`config.mk`:
```
export PLATFORM = sky130hd
export DESIGN_NAME = bf16_fp32_convert_unit
export DESIGN_NICKNAME = d
export VERILOG_FILES = /design/src/hw/rtl/bf16c_pkg.sv /design/src/hw/rtl/bf16_fp32_convert_unit.sv /design/src/hw/rtl/bf16c_narrow.sv /design/src/hw/rtl/bf16c_widen.sv
export SDC_FILE = /design/constraint.sdc
export NUM_CORES = 1
export LEC_CHECK = 0
export BUFFER_PORTS_ARGS = -buffer_cell sky130_fd_sc_hd__clkbuf_2
export CORE_UTILIZATION = 35
export CTS_BUF_LIST = sky130_fd_sc_hd__clkbuf_8
export DETAILED_ROUTE_END_ITERATION = 12
export MAX_ROUTING_LAYER = met4
export SETUP_SLACK_MARGIN = 0.3
export SLEW_MARGIN = 30
export SYNTH_ARGS = -nofsm -noshare
export SYNTH_HDL_FRONTEND = slang
export SYNTH_SLANG_ARGS = --single-unit
```
`constraint.sdc`:
```
create_clock -name i_clk -period 4.2 [get_ports i_clk]
set_clock_uncertainty 0.05 [all_clocks]
set_input_delay 0.21 -clock i_clk [delete_from_list [all_inputs] [get_ports i_clk]]
set_output_delay 0.21 -clock i_clk [all_outputs]
set_load 0.02 [all_outputs]
```
`src/hw/rtl/bf16c_pkg.sv`:
```
package bf16c_pkg;

    // Rounding mode codes of the rm field and frm
    localparam logic [2:0] RM_RNE = 3'd0;
    localparam logic [2:0] RM_RTZ = 3'd1;
    localparam logic [2:0] RM_RDN = 3'd2;
    localparam logic [2:0] RM_RUP = 3'd3;
    localparam logic [2:0] RM_RMM = 3'd4;
    localparam logic [2:0] RM_DYN = 3'd7;

    // Command codes
    localparam logic CMD_NARROW = 1'b0;
    localparam logic CMD_WIDEN  = 1'b1;

    // fflags bit positions
    localparam int FLAG_NX = 0;
    localparam int FLAG_UF = 1;
    localparam int FLAG_OF = 2;
    localparam int FLAG_DZ = 3;
    localparam int FLAG_NV = 4;

    // Canonical NaNs
    localparam logic [15:0] BF16_QNAN = 16'h7FC0;
    localparam logic [31:0] FP32_QNAN = 32'h7FC0_0000;

    // Narrowing result: bf16 bits and flags
    typedef struct packed {
        logic [15:0] half;
        logic [4:0]  flags;
    } t_narrow_res;

    // Widening result: fp32 bits and flags
    typedef struct packed {
        logic [31:0] word;
        logic [4:0]  flags;
    } t_widen_res;

    // Decide whether the truncated magnitude takes an increment
    function automatic logic rounds_up(input logic [2:0] mode, input logic neg,
                                       input logic lsb, input logic rnd,
                                       input logic stk);
        logic up;
        unique case (mode)
            RM_RNE:  up = rnd & (lsb | stk);
            RM_RDN:  up = neg & (rnd | stk);
            RM_RUP:  up = ~neg & (rnd | stk);
            RM_RMM:  up = rnd;
            default: up = 1'b0;
        endcase
        return up;
    endfunction

endpackage

```
`src/hw/rtl/bf16_fp32_convert_unit.sv`:
```
// Converts between fp32 and bf16 as the RISC-V Zfbfmin instructions do, one
// item per clock cycle unless the output stalls: an item is captured in
// the input register, converted by single-pass logic and held in the result
// register until taken. An illegal command (floating point off, or a bad or
// reserved rounding mode) returns illegal_trap with a zero result and flags.
// The input stalls only when both registers hold items and the output stalls.
module bf16_fp32_convert_unit
    import bf16c_pkg::*;
(
    input  logic        i_clk,
    input  logic        i_rst_n,
    input  logic        i_in_valid,
    output logic        o_in_stall,
    input  logic        i_command,
    input  logic [63:0] i_source_value,
    input  logic [2:0]  i_rounding_field,
    input  logic [2:0]  i_dynamic_mode,
    input  logic        i_fp_enabled,
    output logic        o_out_valid,
    input  logic        i_out_stall,
    output logic        o_illegal_trap,
    output logic [63:0] o_result_value,
    output logic [4:0]  o_exception_flags
);

    logic        r_in_vld;
    logic        r_cmd;
    logic [63:0] r_src;
    logic [2:0]  r_rm;
    logic [2:0]  r_frm;
    logic        r_en;
    logic        r_out_vld;
    logic        r_trap;
    logic [63:0] r_val;
    logic [4:0]  r_flags;
    logic        n_trap;
    logic [63:0] n_val;
    logic [4:0]  n_flags;
    logic        out_ready;
    logic        in_ready;
    logic [2:0]  mode;
    t_narrow_res nar;
    t_widen_res  wid;

    // Handshake between the two register stages
    assign out_ready  = ~r_out_vld | ~i_out_stall;
    assign in_ready   = ~r_in_vld | out_ready;
    assign o_in_stall = ~in_ready;

    // Capture the input item
    always_ff @(posedge i_clk) begin
        if (!i_rst_n) begin
            r_in_vld <= 1'b0;
        end else if (in_ready) begin
            r_in_vld <= i_in_valid;
        end
        if (in_ready && i_in_valid) begin
            r_cmd <= i_command;
            r_src <= i_source_value;
            r_rm  <= i_rounding_field;
            r_frm <= i_dynamic_mode;
            r_en  <= i_fp_enabled;
        end
    end

    // Resolve the rounding mode
    assign mode = (r_rm == RM_DYN) ? r_frm : r_rm;

    bf16c_narrow u_narrow (
        .i_source_value (r_src),
        .i_mode         (mode),
        .o_res          (nar)
    );

    bf16c_widen u_widen (
        .i_source_value (r_src),
        .o_res          (wid)
    );

    // Check legality and select the result
    always_comb begin
        n_trap  = 1'b0;
        n_val   = '0;
        n_flags = '0;
        if (!r_en) begin
            n_trap = 1'b1;
        end else if (r_cmd == CMD_NARROW) begin
            if (mode > RM_RMM) begin
                n_trap = 1'b1;
            end else begin
                n_val   = {48'hFFFF_FFFF_FFFF, nar.half};
                n_flags = nar.flags;
            end
        end else begin
            if (r_rm != RM_RNE) begin
                n_trap = 1'b1;
            end else begin
                n_val   = {32'hFFFF_FFFF, wid.word};
                n_flags = wid.flags;
            end
        end
    end

    // Hold the result until taken
    always_ff @(posedge i_clk) begin
        if (!i_rst_n) begin
            r_out_vld <= 1'b0;
        end else if (out_ready) begin
            r_out_vld <= r_in_vld;
        end
        if (out_ready && r_in_vld) begin
            r_trap  <= n_trap;
            r_val   <= n_val;
            r_flags <= n_flags;
        end
    end

    assign o_out_valid       = r_out_vld;
    assign o_illegal_trap    = r_trap;
    assign o_result_value    = r_val;
    assign o_exception_flags = r_flags;

`ifndef SYNTHESIS
    a_trap_clears: assert property (@(posedge i_clk) disable iff (!i_rst_n)
        (o_out_valid && o_illegal_trap) |-> (o_result_value == 64'd0 &&
                                             o_exception_flags == 5'd0))
        else $error("trapped item carries a result");

    a_boxed: assert property (@(posedge i_clk) disable iff (!i_rst_n)
        (o_out_valid && !o_illegal_trap) |-> (&o_result_value[63:32]))
        else $error("result is not NaN-boxed");

    a_of_nx: assert property (@(posedge i_clk) disable iff (!i_rst_n)
        (o_out_valid && o_exception_flags[FLAG_OF]) |-> o_exception_flags[FLAG_NX])
        else $error("overflow without inexact");

    a_no_dz: assert property (@(posedge i_clk) disable iff (!i_rst_n)
        o_out_valid |-> !o_exception_flags[FLAG_DZ])
        else $error("divide-by-zero flag raised");

    a_advance: assert property (@(posedge i_clk) disable iff (!i_rst_n)
        (r_in_vld && out_ready) |=> o_out_valid)
        else $error("item lost between stages");
`endif

endmodule

```
`src/hw/rtl/bf16c_narrow.sv`:
```
module bf16c_narrow
    import bf16c_pkg::*;
(
    input  logic [63:0]  i_source_value,
    input  logic [2:0]   i_mode,
    output t_narrow_res  o_res
);

    logic [31:0] f;
    logic        is_nan;
    logic        neg;
    logic        rnd;
    logic        stk;
    logic        lsb;
    logic [15:0] up;
    logic [7:0]  eb;
    logic [7:0]  ea;
    logic        inexact;
    logic        tiny_up;
    logic        tiny;

    // Unbox the operand; an unboxed source reads as the canonical NaN
    assign f      = (&i_source_value[63:32]) ? i_source_value[31:0] : FP32_QNAN;
    assign is_nan = (&f[30:23]) && (|f[22:0]);

    // Round the upper half
    assign neg     = f[31];
    assign rnd     = f[15];
    assign stk     = |f[14:0];
    assign lsb     = f[16];
    assign inexact = rnd | stk;
    assign up      = f[31:16] + {15'd0, rounds_up(i_mode, neg, lsb, rnd, stk)};
    assign eb      = f[30:23];
    assign ea      = up[14:7];

    // Tininess after rounding: round the subnormal mantissa with unbounded exponent
    assign tiny_up = rounds_up(i_mode, neg, f[15], f[14], |f[13:0]);
    assign tiny    = ~((&f[22:15]) & tiny_up);

    // Select result and flags
    always_comb begin
        o_res = '0;
        if (is_nan) begin
            o_res.half           = BF16_QNAN;
            o_res.flags[FLAG_NV] = ~f[22];
        end else begin
            o_res.half           = up;
            o_res.flags[FLAG_NX] = inexact;
            if ((eb != 8'hFF) && (ea == 8'hFF)) begin
                o_res.flags[FLAG_OF] = 1'b1;
                o_res.flags[FLAG_NX] = 1'b1;
            end else if (inexact && (eb == 8'd0)) begin
                o_res.flags[FLAG_UF] = tiny;
            end
        end
    end

endmodule

```
`src/hw/rtl/bf16c_widen.sv`:
```
module bf16c_widen
    import bf16c_pkg::*;
(
    input  logic [63:0] i_source_value,
    output t_widen_res  o_res
);

    logic        boxed;
    logic [15:0] h;
    logic        is_nan;

    assign boxed  = &i_source_value[63:16];
    assign h      = i_source_value[15:0];
    assign is_nan = (&h[14:7]) && (|h[6:0]);

    // Widen exactly, or give the canonical NaN
    always_comb begin
        o_res = '0;
        if (!boxed || is_nan) begin
            o_res.word           = FP32_QNAN;
            o_res.flags[FLAG_NV] = boxed & ~h[6];
        end else begin
            o_res.word = {h, 16'd0};
        end
    end

endmodule
```
==> Yosys cells after proc, flatten, opt, wreduce, memory -nomap -nowiden <==
Cells that the tools add are included.
{ "op_classes": {"multipliers": 0, "div": 0, "bitwise_logic": 22, "n_lt_le_gt_ge": 1, "n_eq_ne": 6, "addsub": 1, "shifts": 0, "reduce_logical": 20, "mux": 22} }
{ "ops": {"columns": ["op", "count"], "rows": [
  ["$mux W64", 3],
  ["$mux W32", 2],
  ["$reduce_and A48 Y1", 1],
  ["$reduce_and A32 Y1", 1],
  ["$reduce_and A8 Y1", 3],
  ["$reduce_or A23 Y1", 1],
  ["$add A16 B1 Y16", 1],
  ["$mux W16", 1],
  ["$mux W5", 3],
  ["$reduce_or A15 Y1", 1],
  ["$reduce_or A14 Y1", 1],
  ["$mux W1", 9],
  ["$and A1 B1 Y1", 8],
  ["$eq A8 B8 Y1 const B", 1],
  ["$logic_not A8 Y1", 1],
  ["$ne A8 B8 Y1 const B", 1],
  ["$not A1 Y1", 8],
  ["$pmux W1 S4", 2],
  ["$reduce_or A7 Y1", 1],
  ["$eq A3 B2 Y1 const B", 2],
  ["$eq A3 B3 Y1 const B", 2],
  ["$logic_and A1 B1 Y1", 6],
  ["$mux W3", 2],
  ["$or A1 B1 Y1", 6],
  ["5 further kinds", 5]
]} }
{ "totals": {"memories": 0, "in_bits": 76, "ramBits": 0, "wordCells": 82, "romBits": 0, "regBits": 144, "latch_bits": 0, "out_inout_bits": 72} }

==> Depth between registers and ports, before layout <==
{ "logic_depth": {"ltp_word": 13, "mapped_depth": 13, "ltp_nobuf": 12} }

==> Hierarchy <==
A second synthesis with hierarchy kept.
{ "unflattened": {"cells_unflattened": 459, "hier_area_um2": 5629.1} }
{ "modules_own_cells": {"columns": ["mod", "area_per_inst_um2", "n_inst", "seq_area_each_um2", "cells_per_inst"], "rows": [
  ["bf16_fp32_convert_unit", 4478.0, 1, 3373.2, 282],
  ["bf16c_narrow", 698.2, 1, 0.0, 109],
  ["bf16c_widen", 452.9, 1, 0.0, 68]
]} }

==> Least setup slack after synthesis <==
No wires, ideal clock.
{ "synth_path": {"path_type": "register to register", "from": "reg r_out_vld, in the netlist o_out_valid", "to": "reg r_cmd (enable)", "arrival_ns": 3.844, "path_buffers": 0, "path_stages_with_launch": 3, "required_ns": 3.640, "slack_ns": -0.204, "setup_ns": 0.510, "path_cell_list": "dfxtp_1 -> and3_1 -> nor2b_1"} }
{ "synth_via": {"elab_chain_cells": 4} }
{ "synth_lines": {"columns": ["item", "line", "rtl"], "rows": [
  ["start, declared", "bf16_fp32_convert_unit.sv:32", "logic r_out_vld;"],
  ["start signal, assigned", "bf16_fp32_convert_unit.sv:109", "r_out_vld <= r_in_vld;"],
  ["$not A1 Y1", "bf16_fp32_convert_unit.sv:46", "assign out_ready = ~r_out_vld | ~i_out_stall;"],
  ["$or A1 B1 Y1", "bf16_fp32_convert_unit.sv:46", null],
  ["$or A1 B1 Y1", "bf16_fp32_convert_unit.sv:47", "assign in_ready = ~r_in_vld | out_ready;"],
  ["$logic_and A1 B1 Y1", "bf16_fp32_convert_unit.sv:57", "if (in_ready && i_in_valid) begin"],
  ["end signal, assigned", "bf16_fp32_convert_unit.sv:58", "r_cmd <= i_command;"],
  ["end, declared", "bf16_fp32_convert_unit.sv:27", "logic r_cmd;"]
]} }
Every way passes these cells.
A chain may end at the register's enable or synchronous reset.

==> Final worst setup path <==
{ "layout_path": {"from": "reg r_src[48]", "to": "reg r_flags[0], in the netlist o_exception_flags[0], data pin"} }
{ "layout_via": {"elab_chain_cells": 13} }
{ "layout_lines": {"columns": ["item", "line", "rtl"], "rows": [
  ["start, declared", "bf16_fp32_convert_unit.sv:28", "logic [63:0] r_src;"],
  ["start signal, assigned", "bf16_fp32_convert_unit.sv:59", "r_src <= i_source_value;"],
  ["$reduce_and A32 Y1 *", "bf16c_narrow.sv:23", "assign f = (&i_source_value[63:32]) ? i_source_value[31:0] : FP32_QNAN;"],
  ["$mux W32 *", "bf16c_narrow.sv:23", null],
  ["$reduce_or A15 Y1", "bf16c_narrow.sv:29", "assign stk = |f[14:0];"],
  ["$or A1 B1 Y1 (on tied branches)", null, null],
  ["$and A1 B1 Y1 (on tied branches)", "bf16c_pkg.sv:46, bf16c_pkg.sv:44, bf16c_pkg.sv:45", null],
  ["$pmux W1 S4", "bf16c_pkg.sv:43", "unique case (mode)"],
  ["$add A16 B1 Y16", "bf16c_narrow.sv:32", "assign up = f[31:16] + {15'd0, rounds_up(i_mode, neg, lsb, rnd, stk)};"],
  ["$eq A8 B8 Y1", "bf16c_narrow.sv:49", "if ((eb != 8'hFF) && (ea == 8'hFF)) begin"],
  ["$logic_and A1 B1 Y1", "bf16c_narrow.sv:49", null],
  ["$mux W1", "bf16c_narrow.sv:49", null],
  ["$mux W3 *", "bf16c_narrow.sv:43", "if (is_nan) begin"],
  ["$mux W5 *", "bf16_fp32_convert_unit.sv:88", "if (mode > RM_RMM) begin"],
  ["$mux W5 *", "bf16_fp32_convert_unit.sv:87", "end else if (r_cmd == CMD_NARROW) begin"],
  ["end signal, assigned", "bf16_fp32_convert_unit.sv:114", "r_flags <= n_flags;"],
  ["end, declared", "bf16_fp32_convert_unit.sv:35", "logic [4:0] r_flags;"]
]} }
Mark *: on every way between the ends. The rest lies on a longest branch, timed or not.

==> impl_metrics.yaml <==
die:
  core.rowCount: 42
  fp.dieW_um: 118
  die_area_sq_mm: 0.0140
  io_pins: 148
  fp.dieH_um: 118
  core_sq_mm: 0.0132
  initial_utilization: 0.358
timing:
  fin_crit_sh: 0.806
  hold_viol_final: 0
  finalSetupViolations: 0
  tightest_slew_ns: 0.869
  slew_violations: 0
  max_freq_ghz: 0.295
  slew_headroom: 0.420
  min_period_ns: 3.39
  tns_ns: 0
  rsz0062_at_grt: "no"
placement:
  dp_hpwl_um: 6920
  placed_area_sq_mm: 0.00545
  post-place-cells: 608
  gp_congestion: 0.856
  io_buffers: 146
clocking:
  cts_tree: "done"
  cts_resized: 0
  clk-insertion-delay-late_ns: 0.38
  cts_buffers: 9
  path_clk_slew_ns: 0.10
  root_buffer: "clkbuf_8"
  cts_sinks: 112
  h-tree-depth: 3
  cts_buffer_depth: 2
yosys:
  netlist_instances: 327
  ys_ff_latch: 112
  synth.distinct_cells: 51
  synth_area_leader_cell: "edfxtp_1"
  synth_ff_type: "edfxtp_1"
  synth_edf_count: 110
  async_flop_share: 0
  avgSynthCellArea_sq_um: 14.5
  yosys_warnings: 0
  syn_nets: 405
  synth_area_leaders: "edfxtp_1 (70%), buf_4 (5.1%), o21a_1 (1.7%)"
  yosysMostFrequentCell: "edfxtp_1"
  yosysSeqAreaShare: 0.705
  syn_area_sq_mm: 0.00474
  netlist_top_cells_count: "edfxtp_1 (110), buf_4 (32), nor2_1 (18)"
  synth_top_area_frac: 0.696
routing:
  dr_total_vias: 3286
  antenna_left: 0
  wl_um: 10500
  dr.pass1.iters: 4
  drt_iter0_drc: 159
  wl_per_cell_um: 15.0
  via_per_inst: 4.71
  drc: 0
worst_setup_path:
  cp_max_fo: 7
  cp_data_arrival_time_ns: 3.57
  required_ns: 4.38
  startpoint_type: "flop"
  crit_path_end_kind: "flop"
  critPathKind: "flop to flop"
finish:
  design_area_sq_mm: 0.00634
  area_delta_synth_final_pct: 33.7
  nets: 595
  antenna_cells: 0
  stdcell_count: 698
  layout-drive-gt1-share: 0.330
global_routing:
  grt_first_pass_wirelength_um: 16600
  first_global_vias: 3323
  grt.overflow.total: 0
  antenna_found_initial: 0
  grt_start_max_net_pins: 73
  grt_use_total: 0.160
job:
  drv_cap: 0
power_and_ir_drop:
  leakage_nw: 2.45
  power_density_mw_per_mm2: 337
  max-vdd-ir-drop_v: 0.000266
worst_hold_path:
  hold_path.class: "input port to flop"
run_status:
  status: "finished, final reports clean"
[cell usage in the layout, fill, tap and decap left out, types with 5 or more instances in the layout]
cell type / Yosys / final
clkbuf_2: 0 / 146
edfxtp_1: 110 / 110
dlygate4sd3_1: 0 / 74
nor2_1: 18 / 18
nand4_1: 13 / 13
nand3_1: 13 / 13
a21oi_1: 12 / 12
nand2_1: 11 / 11
o21a_1: 11 / 11
clkbuf_8: 0 / 9
nor3_1: 8 / 8
xor2_1: 8 / 8
xnor2_1: 7 / 7
a21o_1: 7 / 7
inv_1: 4 / 7
and3_1: 5 / 5
nor4_2: 5 / 5
[repair_timing]
item	4_1_cts	5_1_grt
hold buffers	74	0
hold endpoints to repair	74	0
buffers inserted	0	0
[area by class of cell]
class	count	area, sq um
Tap cell	176	220
Sequential cell	112	3340
Timing Repair Buffer	223	1490
Multi-Input combinational cell	167	1120
Fill cell	1192	6900
Clock buffer	9	124
Clock inverter	7	32.5
Inverter	4	15.0
[per-stage QoR]
| stage | hold WS, ns | worst slack (ns) | utilization | power (mW) |
|---|---|---|---|---|
| detailed placement | 0.339 | 0.815 | 0.411 | 1.56 |
| global placement | 0.337 | 0.943 | 0.411 | 1.55 |
| global route | 0.172 | 0.456 | 0.479 | 2.23 |
| finish | 0.137 | 0.814 | 0.479 | 2.14 |
| floorplan | 0.259 | 0.483 | - | 1.48 |
| CTS | 0.0907 | 0.783 | 0.479 | 2.16 |
[flip-flops by register name, indices dropped and copies added (netlist names)]
name / flops
r_en: 1
r_in_vld: 1
o_result_value: 33
r_cmd: 1
o_out_valid: 1
r_src: 64
o_exception_flags: 4
o_illegal_trap: 1
r_rm: 3
r_frm: 3
[cells by family (layout without fill, tap and decap cells)]
logic type,count (synthesis),after routing,share of synthesized area
buffers and inverters,48,243,0.0638
and+or+nand+nor,99,99,0.126
xor gates and xnor gates,15,15,0.0277
AOI/OAI and AO/OA,50,50,0.0720
DFF,112,112,0.705
other,1,1,0.000791
adders and majority gates,2,2,0.00527
[path summary, 6_finish.rpt]
kind,from,slack [ns],cells after the start,endpoint
setup reg to reg,r_src[48]$_DFFE_PP_,0.81,11,o_exception_flags[0]$_SDFFCE_PP0P_
hold reg to reg,r_in_vld$_SDFFE_PN0N_,0.50,2,o_out_valid$_SDFFE_PN0P_
setup / recovery,r_src[48]$_DFFE_PP_,0.81,11,o_exception_flags[0]$_SDFFCE_PP0P_
hold / removal,i_out_stall,0.14,3,o_out_valid$_SDFFE_PN0P_
[critical path, stage by stage (launching register included)]
cell and delay, ns:
edfxtp_1 0.35, nand4_1 0.10, nor4_2 0.53, nand2_1 0.28
nor2_1 0.19, ha_1 0.21, ha_1 0.26, and2_1 0.25
a32oi_1 0.08, o32a_1 0.30, a2111oi_1 0.48, o21bai_1 0.18
[power breakdown]
group	leakage, nW	internal, mW	switching, mW
Combinational	1.29	0.116	0.125
Sequential	1.07	1.30	0.0442
Clock	0.0902	0.206	0.348
[routing by layer]
layer  up-vias  track usage  share of wire
li1       1592            -              -
met1      1524        0.193           0.43
met2       149        0.253           0.48
met3        21       0.0319          0.057
met4         0       0.0870          0.030
met5         -            -              0
Power figures use the tool's default switching activity.
